$ cat src/rtl/bdlp_pkg.sv
package bdlp_pkg;

  localparam int KeysW    = 4;
  localparam int SecsW    = 6;
  localparam int MaskW    = 4;
  localparam int ThreshW  = 8;
  localparam int CfgIdxW  = 3;
  localparam int CfgDataW = 8;

  // buttons that own a config slot and a key pin
  localparam int CfgButtons = 4;

  localparam int PressCount   = 3;
  localparam int ReleaseCount = 3;
  localparam int SecsPerMin   = 60;

  localparam logic [CfgIdxW-1:0] RegPressEnable = 3'd0;
  localparam logic [CfgIdxW-1:0] RegLongSecsA   = 3'd1;
  localparam logic [CfgIdxW-1:0] RegLongSecsB   = 3'd2;
  localparam logic [CfgIdxW-1:0] RegLongSecsC   = 3'd3;
  localparam logic [CfgIdxW-1:0] RegLongSecsD   = 3'd4;

  localparam logic [ThreshW-1:0] LongSecsDReset = 8'd2;

  typedef struct packed {
    logic [KeysW-1:0] keys_raw;
    logic [SecsW-1:0] secs_now;
    logic             scan_all;
  } in_item_t;

  typedef struct packed {
    logic [MaskW-1:0] press_events;
    logic [MaskW-1:0] long_events;
    logic [MaskW-1:0] held_mask;
  } out_item_t;

  typedef struct packed {
    logic step;
    logic pressed;
    logic press_en;
  } btn_ctrl_t;

  typedef struct packed {
    logic press_ev;
    logic long_ev;
    logic held;
  } btn_stat_t;

endpackage

$ cat src/rtl/bdlp_in_if.sv
interface bdlp_in_if;
  import bdlp_pkg::*;

  logic     valid;
  logic     ready;
  in_item_t data;

  modport source (output valid, output data, input ready);
  modport sink (input valid, input data, output ready);
endinterface

$ cat src/rtl/bdlp_out_if.sv
interface bdlp_out_if;
  import bdlp_pkg::*;

  logic      valid;
  logic      ready;
  out_item_t data;

  modport source (output valid, output data, input ready);
  modport sink (input valid, input data, output ready);
endinterface

$ cat src/rtl/button_debounce_long_press.sv
// Debounces NUM_BUTTONS active-low keys, one sample tick per input beat (only
// the last button if scan_all is low), and gives one result beat per tick with
// press events, long-press events and the held mask. Each button shifts its
// level into a HISTORY_BITS history; a pressed sample with three or more ones
// latches a press, a released one with at most three ends it. Long presses
// compare seconds elapsed since the latched press second against a per-button
// threshold, at most one long event per second across all buttons. Throughput
// is one beat per clock: a beat is registered on input and again on output, and
// a stalled result only stops intake once the input register is also full.
// Configuration registers, written through cfg_we_i, apply from the next tick.
module button_debounce_long_press #(
  parameter int NUM_BUTTONS  = 4,
  parameter int HISTORY_BITS = 8
) (
  input  logic                          clk_i,
  input  logic                          rst_ni,
  input  logic                          cfg_we_i,
  input  logic [bdlp_pkg::CfgIdxW-1:0]  cfg_idx_i,
  input  logic [bdlp_pkg::CfgDataW-1:0] cfg_data_i,
  bdlp_in_if.sink                       item_i,
  bdlp_out_if.source                    result_o
);
  import bdlp_pkg::*;

  logic [CfgButtons-1:0]              press_enable;
  logic [CfgButtons-1:0][ThreshW-1:0] long_secs;

  logic      in_valid_q;
  in_item_t  in_q;
  logic      out_valid_q;
  out_item_t out_q;
  out_item_t result;
  logic      adv;

  logic [NUM_BUTTONS:0][ThreshW-1:0] last_chain;
  logic [ThreshW-1:0]                last_long_q;
  btn_stat_t [NUM_BUTTONS-1:0]       stat;

  bdlp_cfg u_cfg (
    .clk_i          (clk_i),
    .rst_ni         (rst_ni),
    .cfg_we_i       (cfg_we_i),
    .cfg_idx_i      (cfg_idx_i),
    .cfg_data_i     (cfg_data_i),
    .press_enable_o (press_enable),
    .long_secs_o    (long_secs)
  );

  assign adv          = in_valid_q && (!out_valid_q || result_o.ready);
  assign item_i.ready = !in_valid_q || adv;

  always_ff @(posedge clk_i or negedge rst_ni) begin
    if (!rst_ni) begin
      in_valid_q <= 1'b0;
    end else if (item_i.ready) begin
      in_valid_q <= item_i.valid;
    end
  end

  always_ff @(posedge clk_i) begin
    if (item_i.valid && item_i.ready) begin
      in_q <= item_i.data;
    end
  end

  assign last_chain[0] = last_long_q;

  for (genvar b = 0; b < NUM_BUTTONS; b++) begin : g_btn
    btn_ctrl_t          ctrl;
    logic [ThreshW-1:0] thresh;
    logic               scanned;

    assign scanned = in_q.scan_all || (b == NUM_BUTTONS - 1);
    if (b < CfgButtons) begin : g_cfg
      assign ctrl.pressed  = !in_q.keys_raw[b];
      assign ctrl.press_en = press_enable[b];
      assign thresh        = long_secs[b];
    end else begin : g_extra
      // no pin and no config slot: reads as pressed, never enabled
      assign ctrl.pressed  = 1'b1;
      assign ctrl.press_en = 1'b0;
      assign thresh        = '0;
    end
    assign ctrl.step = adv && scanned;

    bdlp_btn #(
      .HistBits (HISTORY_BITS)
    ) u_btn (
      .clk_i       (clk_i),
      .rst_ni      (rst_ni),
      .ctrl_i      (ctrl),
      .secs_i      (in_q.secs_now),
      .thresh_i    (thresh),
      .last_long_i (last_chain[b]),
      .last_long_o (last_chain[b+1]),
      .stat_o      (stat[b])
    );
  end

  for (genvar i = 0; i < MaskW; i++) begin : g_out
    if (i < NUM_BUTTONS) begin : g_on
      assign result.press_events[i] = stat[i].press_ev;
      assign result.long_events[i]  = stat[i].long_ev;
      assign result.held_mask[i]    = stat[i].held;
    end else begin : g_off
      assign result.press_events[i] = 1'b0;
      assign result.long_events[i]  = 1'b0;
      assign result.held_mask[i]    = 1'b0;
    end
  end

  always_ff @(posedge clk_i or negedge rst_ni) begin
    if (!rst_ni) begin
      out_valid_q <= 1'b0;
      last_long_q <= '0;
    end else begin
      if (adv) begin
        out_valid_q <= 1'b1;
        last_long_q <= last_chain[NUM_BUTTONS];
      end else if (result_o.ready) begin
        out_valid_q <= 1'b0;
      end
    end
  end

  always_ff @(posedge clk_i) begin
    if (adv) begin
      out_q <= result;
    end
  end

  assign result_o.valid = out_valid_q;
  assign result_o.data  = out_q;

`ifndef NO_ASSERTIONS
  a_long_onehot: assert property (@(posedge clk_i) disable iff (!rst_ni)
    out_valid_q |-> $onehot0(out_q.long_events))
    else $error("more than one long event in a beat");

  a_press_held: assert property (@(posedge clk_i) disable iff (!rst_ni)
    out_valid_q |-> ((out_q.press_events & ~out_q.held_mask) == '0))
    else $error("press event on a button that is not held");

  a_last_long: assert property (@(posedge clk_i) disable iff (!rst_ni)
    (adv && (result.long_events != '0))
      |=> (last_long_q == ThreshW'($past(in_q.secs_now))))
    else $error("last long second not updated after a long event");
`endif

endmodule

$ cat src/rtl/bdlp_cfg.sv
module bdlp_cfg (
  input  logic                                      clk_i,
  input  logic                                      rst_ni,
  input  logic                                      cfg_we_i,
  input  logic [bdlp_pkg::CfgIdxW-1:0]              cfg_idx_i,
  input  logic [bdlp_pkg::CfgDataW-1:0]             cfg_data_i,
  output logic [bdlp_pkg::CfgButtons-1:0]           press_enable_o,
  output logic [bdlp_pkg::CfgButtons-1:0][bdlp_pkg::ThreshW-1:0] long_secs_o
);
  import bdlp_pkg::*;

  logic [CfgButtons-1:0]              press_enable_q;
  logic [CfgButtons-1:0][ThreshW-1:0] long_secs_q;

  always_ff @(posedge clk_i or negedge rst_ni) begin
    if (!rst_ni) begin
      press_enable_q <= '0;
      // only the last button starts with a threshold
      long_secs_q    <= {LongSecsDReset, {((CfgButtons - 1) * ThreshW){1'b0}}};
    end else if (cfg_we_i) begin
      unique case (cfg_idx_i)
        RegPressEnable: press_enable_q <= cfg_data_i[CfgButtons-1:0];
        RegLongSecsA:   long_secs_q[0] <= cfg_data_i[ThreshW-1:0];
        RegLongSecsB:   long_secs_q[1] <= cfg_data_i[ThreshW-1:0];
        RegLongSecsC:   long_secs_q[2] <= cfg_data_i[ThreshW-1:0];
        RegLongSecsD:   long_secs_q[3] <= cfg_data_i[ThreshW-1:0];
        default: ;
      endcase
    end
  end

  assign press_enable_o = press_enable_q;
  assign long_secs_o    = long_secs_q;

endmodule

$ cat src/rtl/bdlp_btn.sv
module bdlp_btn #(
  parameter int HistBits = 8
) (
  input  logic                          clk_i,
  input  logic                          rst_ni,
  input  bdlp_pkg::btn_ctrl_t           ctrl_i,
  input  logic [bdlp_pkg::SecsW-1:0]    secs_i,
  input  logic [bdlp_pkg::ThreshW-1:0]  thresh_i,
  input  logic [bdlp_pkg::ThreshW-1:0]  last_long_i,
  output logic [bdlp_pkg::ThreshW-1:0]  last_long_o,
  output bdlp_pkg::btn_stat_t           stat_o
);
  import bdlp_pkg::*;

  localparam int CntMax = (HistBits > 8) ? HistBits : 8;
  localparam int CntW   = $clog2(CntMax + 1);
  localparam int DiffW  = SecsW + 2;
  localparam logic [CntW-1:0] PressCnt   = CntW'(PressCount);
  localparam logic [CntW-1:0] ReleaseCnt = CntW'(ReleaseCount);

  logic [HistBits-1:0] hist_q, hist_d;
  logic                latched_q, latched_d;
  logic                done_q, done_d;
  logic [SecsW-1:0]    ps_q, ps_d;
  logic [CntW-1:0]     cnt;
  logic signed [DiffW-1:0] diff;
  logic [SecsW-1:0]    elapsed;
  logic                press_ev, long_ev;

  always_comb begin
    hist_d    = {hist_q[HistBits-2:0], ctrl_i.pressed};
    cnt       = CntW'($countones(hist_d));
    latched_d = latched_q;
    done_d    = done_q;
    ps_d      = ps_q;
    press_ev  = 1'b0;
    long_ev   = 1'b0;
    diff      = '0;
    elapsed   = '0;

    if (ctrl_i.pressed) begin
      if (cnt >= PressCnt) begin
        if (!latched_q) begin
          ps_d      = secs_i;
          latched_d = 1'b1;
        end
        if (!done_q && ctrl_i.press_en) begin
          done_d   = 1'b1;
          press_ev = 1'b1;
        end
      end
      // elapsed seconds against the (possibly just latched) press second
      if (cnt > ReleaseCnt) begin
        diff = $signed({2'b00, secs_i}) - $signed({2'b00, ps_d});
        if (diff < 0) diff = diff + DiffW'(SecsPerMin);
        elapsed = (diff < 0) ? '0 : diff[SecsW-1:0];
      end
      long_ev = (thresh_i != '0) && (ThreshW'(elapsed) >= thresh_i)
                && (ThreshW'(secs_i) != last_long_i);
    end else if (cnt <= ReleaseCnt) begin
      latched_d = 1'b0;
      done_d    = 1'b0;
      ps_d      = '0;
    end
  end

  always_ff @(posedge clk_i or negedge rst_ni) begin
    if (!rst_ni) begin
      hist_q    <= '0;
      latched_q <= 1'b0;
      done_q    <= 1'b0;
      ps_q      <= '0;
    end else if (ctrl_i.step) begin
      hist_q    <= hist_d;
      latched_q <= latched_d;
      done_q    <= done_d;
      ps_q      <= ps_d;
    end
  end

  // shared last-second value ripples through the buttons in order
  assign last_long_o     = (ctrl_i.step && long_ev) ? ThreshW'(secs_i) : last_long_i;
  assign stat_o.press_ev = ctrl_i.step && press_ev;
  assign stat_o.long_ev  = ctrl_i.step && long_ev;
  assign stat_o.held     = ctrl_i.step ? latched_d : latched_q;

endmodule

$ cat src/flat_wrapper.sv
// flat-port wrapper written by rule: the top's interface ports become plain ports
module button_debounce_long_press_flat import bdlp_pkg::*;
#(
  parameter int NUM_BUTTONS  = 4,
  parameter int HISTORY_BITS = 8
)
  (clk_i, rst_ni, cfg_we_i, cfg_idx_i, cfg_data_i, item_i_valid, item_i_data, item_i_ready, result_o_valid, result_o_data, result_o_ready);
  bdlp_in_if item_i_i ();
  bdlp_out_if result_o_i ();
  input  logic clk_i;
  input  logic rst_ni;
  input  logic cfg_we_i;
  input  logic [bdlp_pkg::CfgIdxW-1:0] cfg_idx_i;
  input  logic [bdlp_pkg::CfgDataW-1:0] cfg_data_i;
  input wire logic [$bits(item_i_i.valid)-1:0] item_i_valid;
  input wire logic [$bits(item_i_i.data)-1:0] item_i_data;
  output wire logic [$bits(item_i_i.ready)-1:0] item_i_ready;
  output wire logic [$bits(result_o_i.valid)-1:0] result_o_valid;
  output wire logic [$bits(result_o_i.data)-1:0] result_o_data;
  input wire logic [$bits(result_o_i.ready)-1:0] result_o_ready;
  assign item_i_i.valid = item_i_valid;
  assign item_i_i.data = item_i_data;
  assign item_i_ready = item_i_i.ready;
  assign result_o_valid = result_o_i.valid;
  assign result_o_data = result_o_i.data;
  assign result_o_i.ready = result_o_ready;
  button_debounce_long_press #(.NUM_BUTTONS(NUM_BUTTONS), .HISTORY_BITS(HISTORY_BITS)) u_core (.clk_i(clk_i), .rst_ni(rst_ni), .cfg_we_i(cfg_we_i), .cfg_idx_i(cfg_idx_i), .cfg_data_i(cfg_data_i), .item_i(item_i_i), .result_o(result_o_i));
endmodule
$ cat config.mk
export PLATFORM = sky130hd
export DESIGN_NAME = button_debounce_long_press_flat
export DESIGN_NICKNAME = d
export VERILOG_FILES = /design/src/rtl/bdlp_pkg.sv /design/src/rtl/bdlp_in_if.sv /design/src/rtl/bdlp_out_if.sv /design/src/rtl/button_debounce_long_press.sv /design/src/rtl/bdlp_cfg.sv /design/src/rtl/bdlp_btn.sv /design/src/flat_wrapper.sv
export SDC_FILE = /design/constraint.sdc
export NUM_CORES = 1
export LEC_CHECK = 0
export BUFFER_PORTS_ARGS = -buffer_cell sky130_fd_sc_hd__buf_2
export CAP_MARGIN = 10
export CORE_ASPECT_RATIO = 2
export CORE_MARGIN = 2
export CORE_UTILIZATION = 57
export DETAILED_ROUTE_END_ITERATION = 6
export PLACE_DENSITY = 0.75
export SKIP_LAST_GASP = 1
export SYNTH_ARGS = -nofsm -noshare
export SYNTH_HDL_FRONTEND = slang
export SYNTH_HIERARCHICAL = 1
export SYNTH_SLANG_ARGS = --single-unit
$ cat constraint.sdc
create_clock -name clk_i -period 8.75 [get_ports clk_i]
set_clock_uncertainty 0.2 [all_clocks]
set_input_delay 1.75 -clock clk_i [delete_from_list [all_inputs] [get_ports clk_i]]
set_output_delay 1.75 -clock clk_i [all_outputs]
set_load 0.01 [all_outputs]
==> results of run 1 <==
-- stage by stage --
step | setup TNS, ps | cell area (um^2) | hold slack, ps | setup slack, ps | std cells
6_report | 0 | 10700 | 278 | 20.8 | 1169
2_1_floorplan | -168 | 9320 | 250 | -168 | 873
5_1_grt | -245 | 10700 | 307 | -245 | 1169
4_1_cts | -9.60 | 10600 | 283 | -9.60 | 1168
3_3_place_gp | 0 | 9960 | 266 | 61.9 | 1132
3_5_place_dp | -98.6 | 9960 | 267 | -98.6 | 1132
-- flip-flops by register name, indices dropped and copies added, names as in the netlist --
register / count
u_core/g_btn.u_btn/done_q: 4
u_core/g_btn.scanned: 1
u_core/result_o.data: 12
u_core/g_btn.u_btn/ps_q: 24
u_core/u_cfg/press_enable_o: 4
u_core/last_long_q: 8
u_core/g_btn.u_btn/latched_q: 4
u_core/g_btn.u_btn/hist_q: 28
u_core/in_q: 10
u_core/in_valid_q: 1
u_core/result_o.valid: 1
u_core/u_cfg/long_secs_o: 32
-- synthesized netlist by cell type (all sizes together) (7+ instances only) --
cell type and n:
a21oi 30, or3 11, nand2b 14, mux2 78, nor3 11, nor2b 9
buf 14, xnor2 21, clkbuf 12, a31o 15, nor4 8, o2bb2ai 12
o21a 8, a21o 7, nand3 15, and2 13, dfrtp 105, o21ai 64
nand2 74, fa 20, a31oi 9, mux2i 20, inv 101, xor2 15
ha 64, or2 7, edfxtp 23, nor2 29
-- final timing paths --
check | startpoint | slack (ps) | to | cells past startpoint
max in group asynchronous | rst_ni | 5960 | u_core/u_cfg/press_enable_o[2]$_DFFE_PN0P_ | 2
worst min-delay path | u_core/g_btn[0].u_btn/hist_q[5]$_DFFE_PN0P_ | 280 | u_core/g_btn[0].u_btn/hist_q[6]$_DFFE_PN0P_ | 2
min in group asynchronous | rst_ni | 1190 | u_core/g_btn[1].u_btn/ps_q[5]$_DFFE_PN0P_ | 1
worst max-delay path | u_core/in_q[7]$_DFFE_PP_ | 20 | u_core/last_long_q[0]$_DFFE_PN0P_ | 36
worst max register to register | u_core/in_q[7]$_DFFE_PP_ | 20 | u_core/last_long_q[0]$_DFFE_PN0P_ | 36
worst min register to register | u_core/g_btn[0].u_btn/hist_q[5]$_DFFE_PN0P_ | 280 | u_core/g_btn[0].u_btn/hist_q[6]$_DFFE_PN0P_ | 2
-- kinds of logic after synthesis --
logic type | count (synthesis)
mux | 98
buf+inv | 127
compound gates | 182
simple gates | 217
fa+ha+maj | 84
xor+xnor | 36
flops | 129
-- what timing repair did --
item | CTS | global route
endpoints found under the setup margin | 1 | 2
gates resized for setup | 14 | 6
pin swaps | 15 | 6
setup buffers | 4 | 1
hold buffers | 0 | 0
cloned | 0 | 0
-- per-layer routing --
layer,vias up,GRT usage [%]
li1,3251,-
met1,3359,27.7
met2,165,49.8
met3,60,4.22
met4,0,14.1
met5,-,0
-- layout by cell type, fill, tap and decap left out, drive strengths merged, types with 9 or more instances in the layout --
cell,Yosys,final
dfrtp,105,105
inv,101,103
buf,14,89
mux2,78,78
nand2,74,74
ha,64,64
o21ai,64,64
a21oi,30,30
nor2,29,29
edfxtp,23,23
xnor2,21,21
mux2i,20,20
fa,20,20
clkbuf,12,19
a31o,15,15
nand3,15,15
xor2,15,15
nand2b,14,14
and2,13,13
o2bb2ai,12,12
nor3,11,11
or3,11,11
a31oi,9,9
nor2b,9,9
-- cell type report --
class                   count  area [um^2]
flip-flops and latches    129         3340
clock inverters            13          140
multi-input cells         617         5520
repair buffers             89          591
inverters                 101          379
fillers                  1224         5120
well taps                 201          251
clock buffers              19          433
-- critical path, delay by kind of cell (launching register included) --
kind,cells,cell delay (ps)
fa+ha+maj,7,2440
compound gates,10,1880
mux,6,1700
simple gates,4,980
buf+inv,7,750
flops,1,360
xor+xnor,2,300
==> metrics.txt, run 1 <==
Placer Congestion=0.960; fmax=0.115 GHz; sequential share of the synthesized area=36.3%; Vias=6,835; synth warn=6; cell area after synthesis=9210 um^2; met2 wire length=11,900 um; Tightest Hold Check Type=reg2reg; root buffer cell=clkbuf_16; Worst EP arrival=8830 ps; CTS tree=built; die area=17,200 um^2; routed vias/inst=5.85; CTS clk-pin slew, worst paths=60 ps; post-synthesis adder-cell area fraction=13.0%; wirelength, routed=21,400 um; EDFF count, synth=23; fraction of layout cells with a size suffix above 1=28.2%; Nets=1,066; Distinct cells, synth=72; Synth area leader=dfrtp_1; Util after Layout=67.6%; DRC Markers=0; CTS Buf Count=17; Mapped Nets=984; asr flop ratio synth=82.2%; RSZ-0062 raised after global routing=true; CP Launch Type=flop; vias in the first global route=7,185; Synth Area in Compound Gates=15.0%; metal1 wirelength=7750 um; DP Wirelength=15,500 um; post-synthesis mux area share=13.6%; Max-cap violations=0; worst skew pair latency=420 ps; Iter 0 DRT Violations=236; DR top layer=met4; GRT Util Overall=26.6%; Final Hold Fails=0; Synth Flop Type=dfrtp_1; Die Span Y=184 um; Boundary Pins=41; DR pass1 iterations=4; most frequent cell on the critical path=mux2_4; Slew HR=43.2%; area grow syn2layout=15.8%; Synth Area per Inst=10.5 um^2; I/O Buffers=40; combinational family with the most area after synthesis=compound AO/OA/AOI/OAI gates; number of diodes=0; Period minus WS final=8730 ps; worst stage delay on the critical path=510 ps; crit path kind=reg2reg; XOR/XNOR share of the synthesized area=3.42%; H-tree Lvls=4; simple-gate share of the synthesized area=13.1%; DR WL met3=735 um; Worst Path Required=8850 ps; Core Box Area=15,800 um^2; GRT overflow=0; first-pass GRT wire length=35,300 um; # setup viols final=0; initial antenna violation count=0; num rows=65; CTS Sinks=129; Worst setup EP type=flop; period utilization=99.8%; pin count of the biggest net entering global routing=56; crit path max fanout=6; FF+latch count, synth=129; status=completed; DR WL/cell=18.3 um; share of the synthesized area in the top cell type=28.5%; Slowest-stage cell, CP=fa_1; count of final max-slew check failures=0; Max clock buf depth=2; Worst Tran Pin Value=849 ps; Die Wd=93.9 um; Area contributors post-synth=dfrtp_1 (29%), ha_1 (8.7%), edfxtp_1 (7.5%), mux2_4 (7.5%), fa_1 (4.3%); Initial Util=58.4%; Routed Antenna Nets=0; Post-Synthesis Cells=873
Power of run 1 is not shown: default switching activity piles up to over one toggle a cycle in this logic, so the estimate is an artifact.
==> run 2, diff against run 1 <==
- CORE_UTILIZATION: 57 -> 30
- PLACE_DENSITY: 0.75 -> 0.43
==> metrics.txt, run 2 (synthesized netlist as in run 1, its figures left out) <==
status=finished, violations left (was completed); failing checks=negative setup slack; worst hold margin=278 ps (about the same); Routed Antenna Nets=0 (unchanged); hold path depth=2 (unchanged); Initial Util=30.5% (was 58.4%); Worst setup EP type=flop (unchanged); DRC Markers=0 (unchanged); Reg area=3340 um^2 (unchanged); count of final max-slew check failures=0 (unchanged); wirelength, routed=25,400 um (was 21,400 um); Tightest Hold Check Type=reg2reg (unchanged); GRT Util Overall=16.5% (was 26.6%); GRT overflow=0 (unchanged); worst r2r src=u_core/in_q[7]$_DFFE_PP_ (unchanged); Core Box Area=30,200 um^2 (was 15,800 um^2); Vias=6,771 (was 6,835); first-pass GRT wire length=40,100 um (was 35,300 um); root buffer cell=clkbuf_16 (unchanged); area grow syn2layout=22.0% (was 15.8%); commonest cells after routing, fill and taps aside=dfrtp_1 (105), inv_1 (98), buf_4 (74) (was dfrtp_1 (105), inv_1 (101), nand2_1 (73)); Crit path depth=35 (was 36); DP Wirelength=18,900 um (was 15,500 um); DR pass1 iterations=4 (unchanged); Max clock buf depth=2 (unchanged); max reg flops=32 (unchanged); fmax=0.112 GHz (was 0.115 GHz); die area=32,200 um^2 (was 17,200 um^2); Slowest-stage cell, CP=fa_1 (unchanged); Worst Tran Pin Value=839 ps (was 849 ps); fraction of layout cells with a size suffix above 1=30.9% (was 28.2%); vias in the first global route=7,365 (was 7,185); crit path from=u_core/in_q[7]$_DFFE_PP_ (unchanged); num rows=90 (was 65); DR WL met3=560 um (was 735 um); Worst EP arrival=9020 ps (was 8830 ps); worst stage delay on the critical path=540 ps (was 510 ps); CP Launch Type=flop (unchanged); routed vias/inst=4.96 (was 5.85); CTS Buf Count=17 (unchanged); reg-to-reg critical path endpoint=u_core/last_long_q[0]$_DFFE_PN0P_ (unchanged); RSZ-0062 raised after global routing=true (unchanged); Die Span Y=252 um (was 184 um); crit path max fanout=6 (unchanged); Period minus WS final=8900 ps (was 8730 ps); Buf+Inv Stages, Crit Path=7 (unchanged); number of fill cells=3,027 (was 1,224); setup ws final=-148 ps (was 20.8 ps); number of diodes=0 (unchanged); Die Wd=128 um (was 93.9 um); FF-to-FF path depth=35 (was 36); # setup viols final=1 (was 0); Multi-input gate area=5610 um^2 (was 5520 um^2); worst skew pair latency=440 ps (was 420 ps); CTS Sinks=129 (unchanged); Setup crit end=u_core/last_long_q[0]$_DFFE_PN0P_ (unchanged); r2r setup slk=-150 ps (was 20 ps); Worst Path Required=8880 ps (was 8850 ps); DR top layer=met4 (unchanged); Iter 0 DRT Violations=208 (was 236); I/O Buffers=40 (unchanged); most frequent cell on the critical path=mux2_4 (unchanged); Boundary Pins=41 (unchanged); metal1 wirelength=9280 um (was 7750 um); Nets=1,094 (was 1,066); DR WL/cell=18.6 um (was 18.3 um); initial antenna violation count=0 (unchanged); Max-cap violations=0 (unchanged); H-tree Lvls=4 (unchanged); Slew HR=43.5% (was 43.2%); CTS tree=built (unchanged); crit path kind=reg2reg (unchanged); period utilization=102% (was 99.8%); Final Hold Fails=0 (unchanged); commonest non-fill, non-tap cell in the layout=dfrtp_1 (unchanged); Placer Congestion=0.826 (was 0.960); met2 wire length=15,000 um (was 11,900 um); family with the most delay on the worst path=adder cells (unchanged); pin count of the biggest net entering global routing=56 (unchanged); CTS clk-pin slew, worst paths=60 ps (about the same)
## run 2: cell count changes in the layout (fill, tap and decap cells not counted), sizes merged
cell	previous run	this run
buf	89	117
bufinv	2	3
clkbuf	19	24
clkinv	5	4
clkinvlp	4	1
inv	103	101
## run 2: layout make-up
type	instances	area share, %
Multi-Input combinational cell	617	50.0
Clock buffer	24	4.48
Tap cell	368	4.10
Clock inverter	8	1.11
Sequential cell	129	29.8
Timing Repair Buffer	117	7.16
Inverter	101	3.38
## run 2: per-stage QoR
stage | instance area (um^2) | worst slack, ps | cells | TNS [ps] | util (%)
floorplan | 9320 | -168 | 873 | -168 | -
global placement | 10300 | -280 | 1316 | -280 | 34.1
detailed placement | 10300 | -362 | 1316 | -431 | 34.1
CTS | 11100 | -218 | 1357 | -344 | 36.7
global route | 11200 | -452 | 1364 | -669 | 37.2
finish | 11200 | -148 | 1364 | -148 | 37.2
## run 2: timing repair
action | 4_1_cts | 5_1_grt
pin swaps | 10 | 12
hold buffers | 0 | 0
setup endpoints to repair | 2 | 2
setup buffers | 10 | 10
resized for setup | 16 | 22
## run 2: how the worst min path moves through the flow
stage,endpoint,startpoint
3_5_place_dp,u_core/g_btn[1].u_btn/hist_q[5]$_DFFE_PN0P_,u_core/g_btn[1].u_btn/hist_q[4]$_DFFE_PN0P_
5_1_grt,u_core/g_btn[3].u_btn/hist_q[4]$_DFFE_PN0P_,u_core/g_btn[3].u_btn/hist_q[3]$_DFFE_PN0P_
3_3_place_gp,u_core/g_btn[3].u_btn/hist_q[5]$_DFFE_PN0P_,u_core/g_btn[3].u_btn/hist_q[4]$_DFFE_PN0P_
6_report,u_core/g_btn[2].u_btn/hist_q[6]$_DFFE_PN0P_,u_core/g_btn[2].u_btn/hist_q[5]$_DFFE_PN0P_
2_1_floorplan,u_core/g_btn[0].u_btn/hist_q[3]$_DFFE_PN0P_,u_core/g_btn[0].u_btn/hist_q[2]$_DFFE_PN0P_
4_1_cts,u_core/g_btn[2].u_btn/hist_q[6]$_DFFE_PN0P_,u_core/g_btn[2].u_btn/hist_q[5]$_DFFE_PN0P_
## run 2: worst min-delay path: stages (launching register included)
cell and delay (ps):
dfrtp_1 340, nand2_1 50, o21ai_0 60
## run 2: per-layer routing
metal | global-route usage (%) | vias to the layer above
met5 | 0 | -
met4 | 5.24 | 0
met3 | 3.18 | 25
met2 | 33.0 | 71
met1 | 16.7 | 3367
li1 | - | 3308
Power of run 2 is left out for the same reason.
